**src/design/arc_pkg.sv**
```systemverilog
// Shared types, codes and defaults for the ARP resolution cache.
package arc_pkg;

    localparam int TABLE_ENTRIES_DEF  = 16;
    localparam int HELD_PER_ENTRY_DEF = 4;

    localparam int MAC_W  = 48;
    localparam int IP_W   = 32;
    localparam int TAG_W  = 16;
    localparam int TIME_W = 64;
    localparam int MS_W   = 32;
    localparam int CFG_W  = 48;
    localparam int CIDX_W = 2;

    localparam logic [15:0] ETYPE_IPV4 = 16'h0800;
    localparam logic [15:0] ETYPE_ARP  = 16'h0806;
    localparam logic [15:0] OP_REQUEST = 16'd1;
    localparam logic [MAC_W-1:0] MAC_BCAST = {MAC_W{1'b1}};

    localparam logic [MS_W-1:0] TIMEOUT_RST = 32'd30000;
    localparam logic [MS_W-1:0] HOLD_RST    = 32'd5000;

    typedef enum logic [CIDX_W-1:0] {
        REG_LOCAL_MAC = 2'd0,
        REG_LOCAL_IP  = 2'd1,
        REG_TIMEOUT   = 2'd2,
        REG_HOLD      = 2'd3
    } reg_idx_t;

    typedef enum logic [1:0] {
        MODE_SEND = 2'd0,
        MODE_RECV = 2'd1,
        MODE_TICK = 2'd2,
        MODE_NOP  = 2'd3
    } mode_t;

    typedef enum logic [2:0] {
        KIND_FWD   = 3'd0,
        KIND_REQ   = 3'd1,
        KIND_REPLY = 3'd2,
        KIND_UP    = 3'd3,
        KIND_DROP  = 3'd4,
        KIND_BAD   = 3'd5
    } kind_t;

    typedef enum logic [2:0] {
        SEL_FWD_SEND,
        SEL_FWD_HELD,
        SEL_REQ,
        SEL_DROP,
        SEL_UP,
        SEL_BAD,
        SEL_REPLY
    } emit_sel_t;

    typedef struct packed {
        logic      load;
        logic      scan_start;
        logic      scan_step;
        logic      tick_start;
        logic      tick_step;
        logic      pick;
        logic      set_req;
        logic      hold_push;
        logic      learn;
        logic      rel_rd;
        logic      rel_next;
        logic      clr_count;
        logic      emit;
        emit_sel_t sel;
        logic      last;
    } ctrl_cmd_t;

    typedef struct packed {
        mode_t mode;
        logic  scan_last;
        logic  slot_ok;
        logic  ent_mapped;
        logic  ent_active;
        logic  ent_full;
        logic  rel_done;
        logic  rel_final;
        logic  mac_ok;
        logic  is_ipv4;
        logic  is_arp;
        logic  tip_ok;
        logic  is_request;
        logic  out_free;
    } dp_stat_t;

endpackage

```
**src/design/arc_ctrl.sv**
```systemverilog
// Event sequencer: steps each event through search, update, release and reply.
module arc_ctrl (
    input  logic               clk,
    input  logic               rst_n,
    input  logic               in_valid,
    output logic               in_ready,
    input  arc_pkg::dp_stat_t  stat,
    output arc_pkg::ctrl_cmd_t cmd
);
    import arc_pkg::*;

    typedef enum logic [3:0] {
        ST_IDLE,
        ST_DECODE,
        ST_SCAN,
        ST_PICK,
        ST_SEND_ACT,
        ST_SEND_Q,
        ST_DROP,
        ST_LEARN,
        ST_REL_CHK,
        ST_REL_EMIT,
        ST_REPLY,
        ST_SWEEP
    } state_t;

    state_t state_reg;
    state_t state_next;

    always_ff @(posedge clk or negedge rst_n)
    begin
        if (!rst_n)
        begin
            state_reg <= ST_IDLE;
        end
        else
        begin
            state_reg <= state_next;
        end
    end

    assign in_ready = (state_reg == ST_IDLE);

    always_comb
    begin
        cmd        = '0;
        cmd.sel    = SEL_BAD;
        state_next = state_reg;
        unique case (state_reg)
            ST_IDLE:
            begin
                if (in_valid)
                begin
                    cmd.load   = 1'b1;
                    state_next = ST_DECODE;
                end
            end
            ST_DECODE:
            begin
                unique case (stat.mode)
                    MODE_SEND:
                    begin
                        cmd.scan_start = 1'b1;
                        state_next     = ST_SCAN;
                    end
                    MODE_TICK:
                    begin
                        cmd.tick_start = 1'b1;
                        state_next     = ST_SWEEP;
                    end
                    MODE_NOP:
                    begin
                        state_next = ST_IDLE;
                    end
                    MODE_RECV:
                    begin
                        priority if (!stat.mac_ok)
                        begin
                            state_next = ST_IDLE;
                        end
                        else if (stat.is_ipv4 || !stat.is_arp)
                        begin
                            if (stat.out_free)
                            begin
                                cmd.emit   = 1'b1;
                                cmd.sel    = stat.is_ipv4 ? SEL_UP : SEL_BAD;
                                cmd.last   = 1'b1;
                                state_next = ST_IDLE;
                            end
                        end
                        else if (!stat.tip_ok)
                        begin
                            state_next = ST_IDLE;
                        end
                        else
                        begin
                            cmd.scan_start = 1'b1;
                            state_next     = ST_SCAN;
                        end
                    end
                    default: state_next = ST_IDLE;
                endcase
            end
            ST_SCAN:
            begin
                cmd.scan_step = 1'b1;
                if (stat.scan_last)
                begin
                    state_next = ST_PICK;
                end
            end
            ST_PICK:
            begin
                cmd.pick = 1'b1;
                priority if (!stat.slot_ok)
                begin
                    state_next = (stat.mode == MODE_SEND) ? ST_DROP : ST_REPLY;
                end
                else if (stat.mode == MODE_SEND)
                begin
                    state_next = ST_SEND_ACT;
                end
                else
                begin
                    state_next = ST_LEARN;
                end
            end
            ST_SEND_ACT:
            begin
                priority if (stat.ent_mapped)
                begin
                    if (stat.out_free)
                    begin
                        cmd.emit   = 1'b1;
                        cmd.sel    = SEL_FWD_SEND;
                        cmd.last   = 1'b1;
                        state_next = ST_IDLE;
                    end
                end
                else if (!stat.ent_active)
                begin
                    if (stat.out_free)
                    begin
                        cmd.emit    = 1'b1;
                        cmd.sel     = SEL_REQ;
                        cmd.last    = !stat.ent_full;
                        cmd.set_req = 1'b1;
                        state_next  = ST_SEND_Q;
                    end
                end
                else
                begin
                    state_next = ST_SEND_Q;
                end
            end
            ST_SEND_Q:
            begin
                if (!stat.ent_full)
                begin
                    cmd.hold_push = 1'b1;
                    state_next    = ST_IDLE;
                end
                else
                begin
                    state_next = ST_DROP;
                end
            end
            ST_DROP:
            begin
                if (stat.out_free)
                begin
                    cmd.emit   = 1'b1;
                    cmd.sel    = SEL_DROP;
                    cmd.last   = 1'b1;
                    state_next = ST_IDLE;
                end
            end
            ST_LEARN:
            begin
                // mapped entries are not refreshed
                if (stat.ent_mapped)
                begin
                    state_next = ST_REPLY;
                end
                else
                begin
                    cmd.learn  = 1'b1;
                    state_next = ST_REL_CHK;
                end
            end
            ST_REL_CHK:
            begin
                if (stat.rel_done)
                begin
                    cmd.clr_count = 1'b1;
                    state_next    = ST_REPLY;
                end
                else
                begin
                    cmd.rel_rd = 1'b1;
                    state_next = ST_REL_EMIT;
                end
            end
            ST_REL_EMIT:
            begin
                if (stat.out_free)
                begin
                    cmd.emit     = 1'b1;
                    cmd.sel      = SEL_FWD_HELD;
                    cmd.last     = stat.rel_final && !stat.is_request;
                    cmd.rel_next = 1'b1;
                    state_next   = ST_REL_CHK;
                end
            end
            ST_REPLY:
            begin
                if (!stat.is_request)
                begin
                    state_next = ST_IDLE;
                end
                else if (stat.out_free)
                begin
                    cmd.emit   = 1'b1;
                    cmd.sel    = SEL_REPLY;
                    cmd.last   = 1'b1;
                    state_next = ST_IDLE;
                end
            end
            ST_SWEEP:
            begin
                cmd.tick_step = 1'b1;
                if (stat.scan_last)
                begin
                    state_next = ST_IDLE;
                end
            end
            default: state_next = ST_IDLE;
        endcase
    end

endmodule

```
**config.mk**
```make
export PLATFORM = sky130hd
export DESIGN_NAME = arc_ctrl
export DESIGN_NICKNAME = d
export VERILOG_FILES = /design/src/design/arc_pkg.sv /design/src/design/arc_ctrl.sv
export SDC_FILE = /design/constraint.sdc
export NUM_CORES = 1
export LEC_CHECK = 0
export BUFFER_PORTS_ARGS = -buffer_cell sky130_fd_sc_hd__buf_4
export CORE_UTILIZATION = 48
export DETAILED_ROUTE_END_ITERATION = 8
export PLACE_DENSITY = 0.81
export SETUP_SLACK_MARGIN = 0.4
export SYNTH_ARGS = -nofsm -noshare
export SYNTH_HDL_FRONTEND = slang
export SYNTH_SLANG_ARGS = --single-unit
```
**constraint.sdc**
```tcl
create_clock -name clk -period 4.9 [get_ports clk]
set_input_delay 0.49 -clock clk [delete_from_list [all_inputs] [get_ports clk]]
set_output_delay 0.49 -clock clk [all_outputs]
set_load 0.01 [all_outputs]
```
---- Word-level counts from Yosys, hierarchy flattened ----
Index checks and enable logic that the tools add are counted.
cells by class
  equality and inequality tests ........... 19
  muxes and demuxes ....................... 59
  reduce and logical (&&, ||, !) cells .... 8
operator list
  operator                                              count
  two-way mux 5 bit                                     12
  two-way mux 4 bit                                     13
  case mux 4 bit (12 select lines)                      1
  two-way mux 1 bit                                     25
  case mux 5 bit (5 select lines)                       1
  equality test 4 x 3 -> 1 bit (second input constant)  4
  equality test 4 bit (second input constant)           4
  case mux 4 bit (4 select lines)                       1
  equality test 4 x 2 -> 1 bit (second input constant)  2
  two-way mux 2 bit                                     4
  inequality test 2 bit (second input constant)         4
  AND reduction 5 bit                                   1
  equality test 2 bit (second input constant)           2
  equality test 4 x 1 -> 1 bit (second input constant)  1
  zero test 4 bit                                       1
  inequality test 4 bit (second input constant)         1
  zero test 1 bit                                       3
  two-way mux 3 bit                                     1
  equality test 2 x 1 -> 1 bit (second input constant)  1
  zero test 2 bit                                       1
  case mux 1 bit (2 select lines)                       1
  logical AND 1 bit                                     1
  logical OR 1 bit                                      1
word-level totals
  register bits after elaboration ......... 4
  output and inout port bits .............. 18
  word-level logic and storage cells ...... 87

---- Depth between registers and ports, before layout ----
  depth in word-level cells ............... 6
  gate-level depth with buffers ........... 6
  gate-level depth less buffers ........... 4

---- Worst setup path after synthesis ----
OpenSTA, ideal clock, no wires.
  path type ............................... input -> output
  from .................................... input port stat[10] (netlist name)
  to ...................................... output port cmd[4] (netlist name)
  data arrival time ....................... 1.495 ns
  required time ........................... 4.410 ns
  path slack .............................. 2.915 ns
  stages on the path ...................... 5
  path buffers ............................ 1
  cells stage by stage .................... clkbuf_1 -> inv_1 -> a211oi_1 -> a21oi_1 -> o31ai_1
RTL lines
  element      line           text
  from (decl)  arc_ctrl.sv:7  input arc_pkg::dp_stat_t stat,
  to (decl)    arc_ctrl.sv:8  output arc_pkg::ctrl_cmd_t cmd

==> results.sh <==
export IMPL_maxCapViolCount=0
export IMPL_worstPathRequired_ns=4.41
export IMPL_fin_nets=165
export IMPL_status="finished clean"
export IMPL_place_area_um2=1030
export IMPL_firstDrtPassIters=4
export IMPL_overflow=0
export IMPL_path_class="reg2out"
export IMPL_end_kind="primary output"
export IMPL_drive_gt1_share_pct=29.7
export IMPL_syn_inst=118
export IMPL_crit_slowest_cell="dfrtp_1"
export IMPL_power_w=0.000551
export IMPL_rows=14
export IMPL_ios=36
export IMPL_crit_arrival_ns=2.16
export IMPL_cts_setup_buffers=0
export IMPL_path_cells="or4b_1 > nor3_2 > o21ai_1 > o31ai_1 > buf_4"
export IMPL_antenna_cells=0
export IMPL_fp_dieW_um=42.8
export IMPL_gp_congestion=0.901
export IMPL_avgSynthCellArea_um2=6.79
export IMPL_setup_tns_ns=0
export IMPL_nFillCells=149
export IMPL_yosysSeqAreaShare_pct=12.5
export IMPL_crit_buf_inv=1
export IMPL_antenna_found_initial=0
export IMPL_period_share_pct=54.1
export IMPL_cts_made_buffers=3
export IMPL_max_freq_ghz=0.378
export IMPL_synth_seq_cells=4
export IMPL_drt_iter0_markers=58
export IMPL_layout_min_cycle_time_ns=2.65
export IMPL_syn_area_um2=801
export IMPL_total_leakage_power_nw=0.439
export IMPL_cts_hold_buffers=0
export IMPL_relSlewSlack_pct=62.4
export IMPL_hold_viol=0
export IMPL_grt_max_degree=21
export IMPL_powerDensity_nw_per_um2=521
export IMPL_core_um2=1520
export IMPL_cts_buffer_depth=2
export IMPL_antenna_left=0
export IMPL_grt_usage_pct=28.1
export IMPL_final_area_um2=1060
export IMPL_die_h_um=42.8
export IMPL_cts_root_buf="clkbuf_4"
export IMPL_synth_nets=136
export IMPL_critPathMaxFanout=19
export IMPL_skew_ns=0.00857
export IMPL_avgViaCountPerCell=6.34
export IMPL_cts_htree_levels=1
export IMPL_insertion_delay_ns=0.24
export IMPL_cts_resized_gates=0
export IMPL_area_growth_pct=31.9
export IMPL_yosysUniqueCellTypes=48
export IMPL_peakVddDrop_mv=0.418
export IMPL_crit_family="simple AND/OR/NAND/NOR gates"
export IMPL_rsz0062_at_grt="no"
export IMPL_drt_wirelength_per_cell_um=15.3
export IMPL_largest_reg_flops=4
export IMPL_vias=1020
export IMPL_port_buffers=35
export IMPL_grt_pass1_vias=845
export IMPL_drv_slew=0
export IMPL_ys_warn_count=0
export IMPL_timing_critical_path_from_type="flop"
export IMPL_totalWireLength_mm=2.46
export IMPL_hpwlAfterDp_mm=1.87
export IMPL_cts_tree="built"
export IMPL_setup_viol=0
export IMPL_drc=0
export IMPL_start_util_pct=52.5
export IMPL_cts_sinks=4
export IMPL_max_stage_delay_ns=0.69
export IMPL_tightestPinTransition_ns=0.564
export IMPL_grt_pass1_wl_mm=3.95
export IMPL_die_area_um2=1840
export IMPL_hold_class="in2async"
export IMPL_clk_pin_slew_worst_paths_ns=0.04
-- path summary, 6_finish.rpt --
path	start	endpoint	slack (ns)	cells past startpoint
worst max-delay path	state_reg[0]$_DFFE_PN0P_	cmd[4]	2.25	5
worst min-delay path	rst_n	state_reg[3]$_DFFE_PN0P_	0.03	1
worst max register to register	state_reg[0]$_DFFE_PN0P_	state_reg[0]$_DFFE_PN0P_	2.96	4
worst min register to register	state_reg[0]$_DFFE_PN0P_	state_reg[3]$_DFFE_PN0P_	0.87	2
max in group asynchronous	rst_n	state_reg[2]$_DFFE_PN0P_	4.75	1
min in group clk	stat[11]	state_reg[2]$_DFFE_PN0P_	0.60	3
-- layout make-up --
type / instances / area [um2] / share of cell area (%)
multi-input combinational: 96 / 624 / 59.1
timing repair buffer: 35 / 263 / 24.9
sequential: 4 / 100 / 9.48
inverter: 7 / 26.3 / 2.49
clock buffer: 3 / 22.5 / 2.13
tap: 16 / 20.0 / 1.90
-- per-layer routing --
metal	share of wire, %	global-route usage, %	wire length, um
met1	42	41.0	1040
met3	9.8	6.38	240
met4	0	3.75	0
met2	48	42.7	1180
met5	0	0	0
-- cells by family (layout without fill, tap and decap cells) --
| group | Yosys count | count (layout) | share of synthesized area [%] |
|---|---|---|---|
| AND/OR/NAND/NOR | 56 | 56 | 41.7 |
| AO/OA/AOI/OAI | 38 | 38 | 33.8 |
| buffers and inverters | 18 | 45 | 9.53 |
| flip-flops | 4 | 4 | 12.5 |
| XOR/XNOR | 1 | 1 | 1.09 |
| multiplexers | 1 | 1 | 1.41 |
-- cell usage after synthesis, drive strengths merged --
cell type | n | area share (%)
or4b | 1 | 1.3
or3b | 2 | 2.2
o211ai | 1 | 0.94
a211oi | 4 | 4.4
nand2 | 3 | 1.4
mux2 | 1 | 1.4
o31ai | 2 | 1.9
nor4 | 2 | 2.3
or4 | 1 | 0.94
or2 | 1 | 0.78
nor4b | 1 | 1.1
a41oi | 1 | 1.1
o2111ai | 1 | 1.1
nand2b | 6 | 4.7
a21oi | 8 | 5.0
nor2 | 13 | 6.1
o21ai | 6 | 3.8
nor4bb | 1 | 1.3
nand3 | 3 | 1.9
inv | 7 | 3.3
or3 | 3 | 2.3
buf | 6 | 3.9
xor2 | 1 | 1.1
a31oi | 1 | 0.78
a311oi | 1 | 1.1
o32ai | 1 | 1.1
and2 | 1 | 0.78
and3 | 1 | 0.78
nor3 | 7 | 5.0
nor3b | 3 | 2.8
a2111oi | 3 | 3.3
dfrtp | 4 | 13
clkbuf | 5 | 2.3
o2bb2ai | 2 | 2.2
nand3b | 4 | 3.8
o22ai | 3 | 3.1
a2bb2oi | 2 | 2.2
o21bai | 1 | 0.94
o21a | 1 | 0.94
nor2b | 3 | 2.3
-- cells in the final DEF, fill, tap and decap left out, drive strengths merged, types with 2 or more instances in the layout --
cell type,n
dfrtp,4
nor3,7
or3,3
nor3b,3
nand3b,4
o2bb2ai,2
a211oi,4
o21ai,6
nor4,2
nand2b,6
nand2,3
nand3,3
inv,7
o22ai,3
nor2,13
or3b,2
a2111oi,3
o31ai,2
clkbuf,3
buf,35
a21oi,8
nor2b,3
a2bb2oi,2
-- through the flow --
step	setup slack (ns)	std cells	util (%)	hold WS, ns
after floorplan	2.91	118	-	0.194
after global placement	2.59	158	67.8	0.287
after detailed placement	2.53	158	67.8	0.287
after CTS	2.26	161	69.3	0.0277
after global routing	2.11	161	69.3	0.0303
final	2.25	161	69.3	0.0348
-- power by group --
group / internal, W / leakage, nW / switching, W
combinational: 0.000177 / 0.376 / 0.000204
sequential: 0.0000498 / 0.0499 / 0.0000777
clock: 0.0000275 / 0.0138 / 0.0000146
total: 0.000254 / 0.439 / 0.000296
Note: power is estimated with default switching activity, not from simulation.
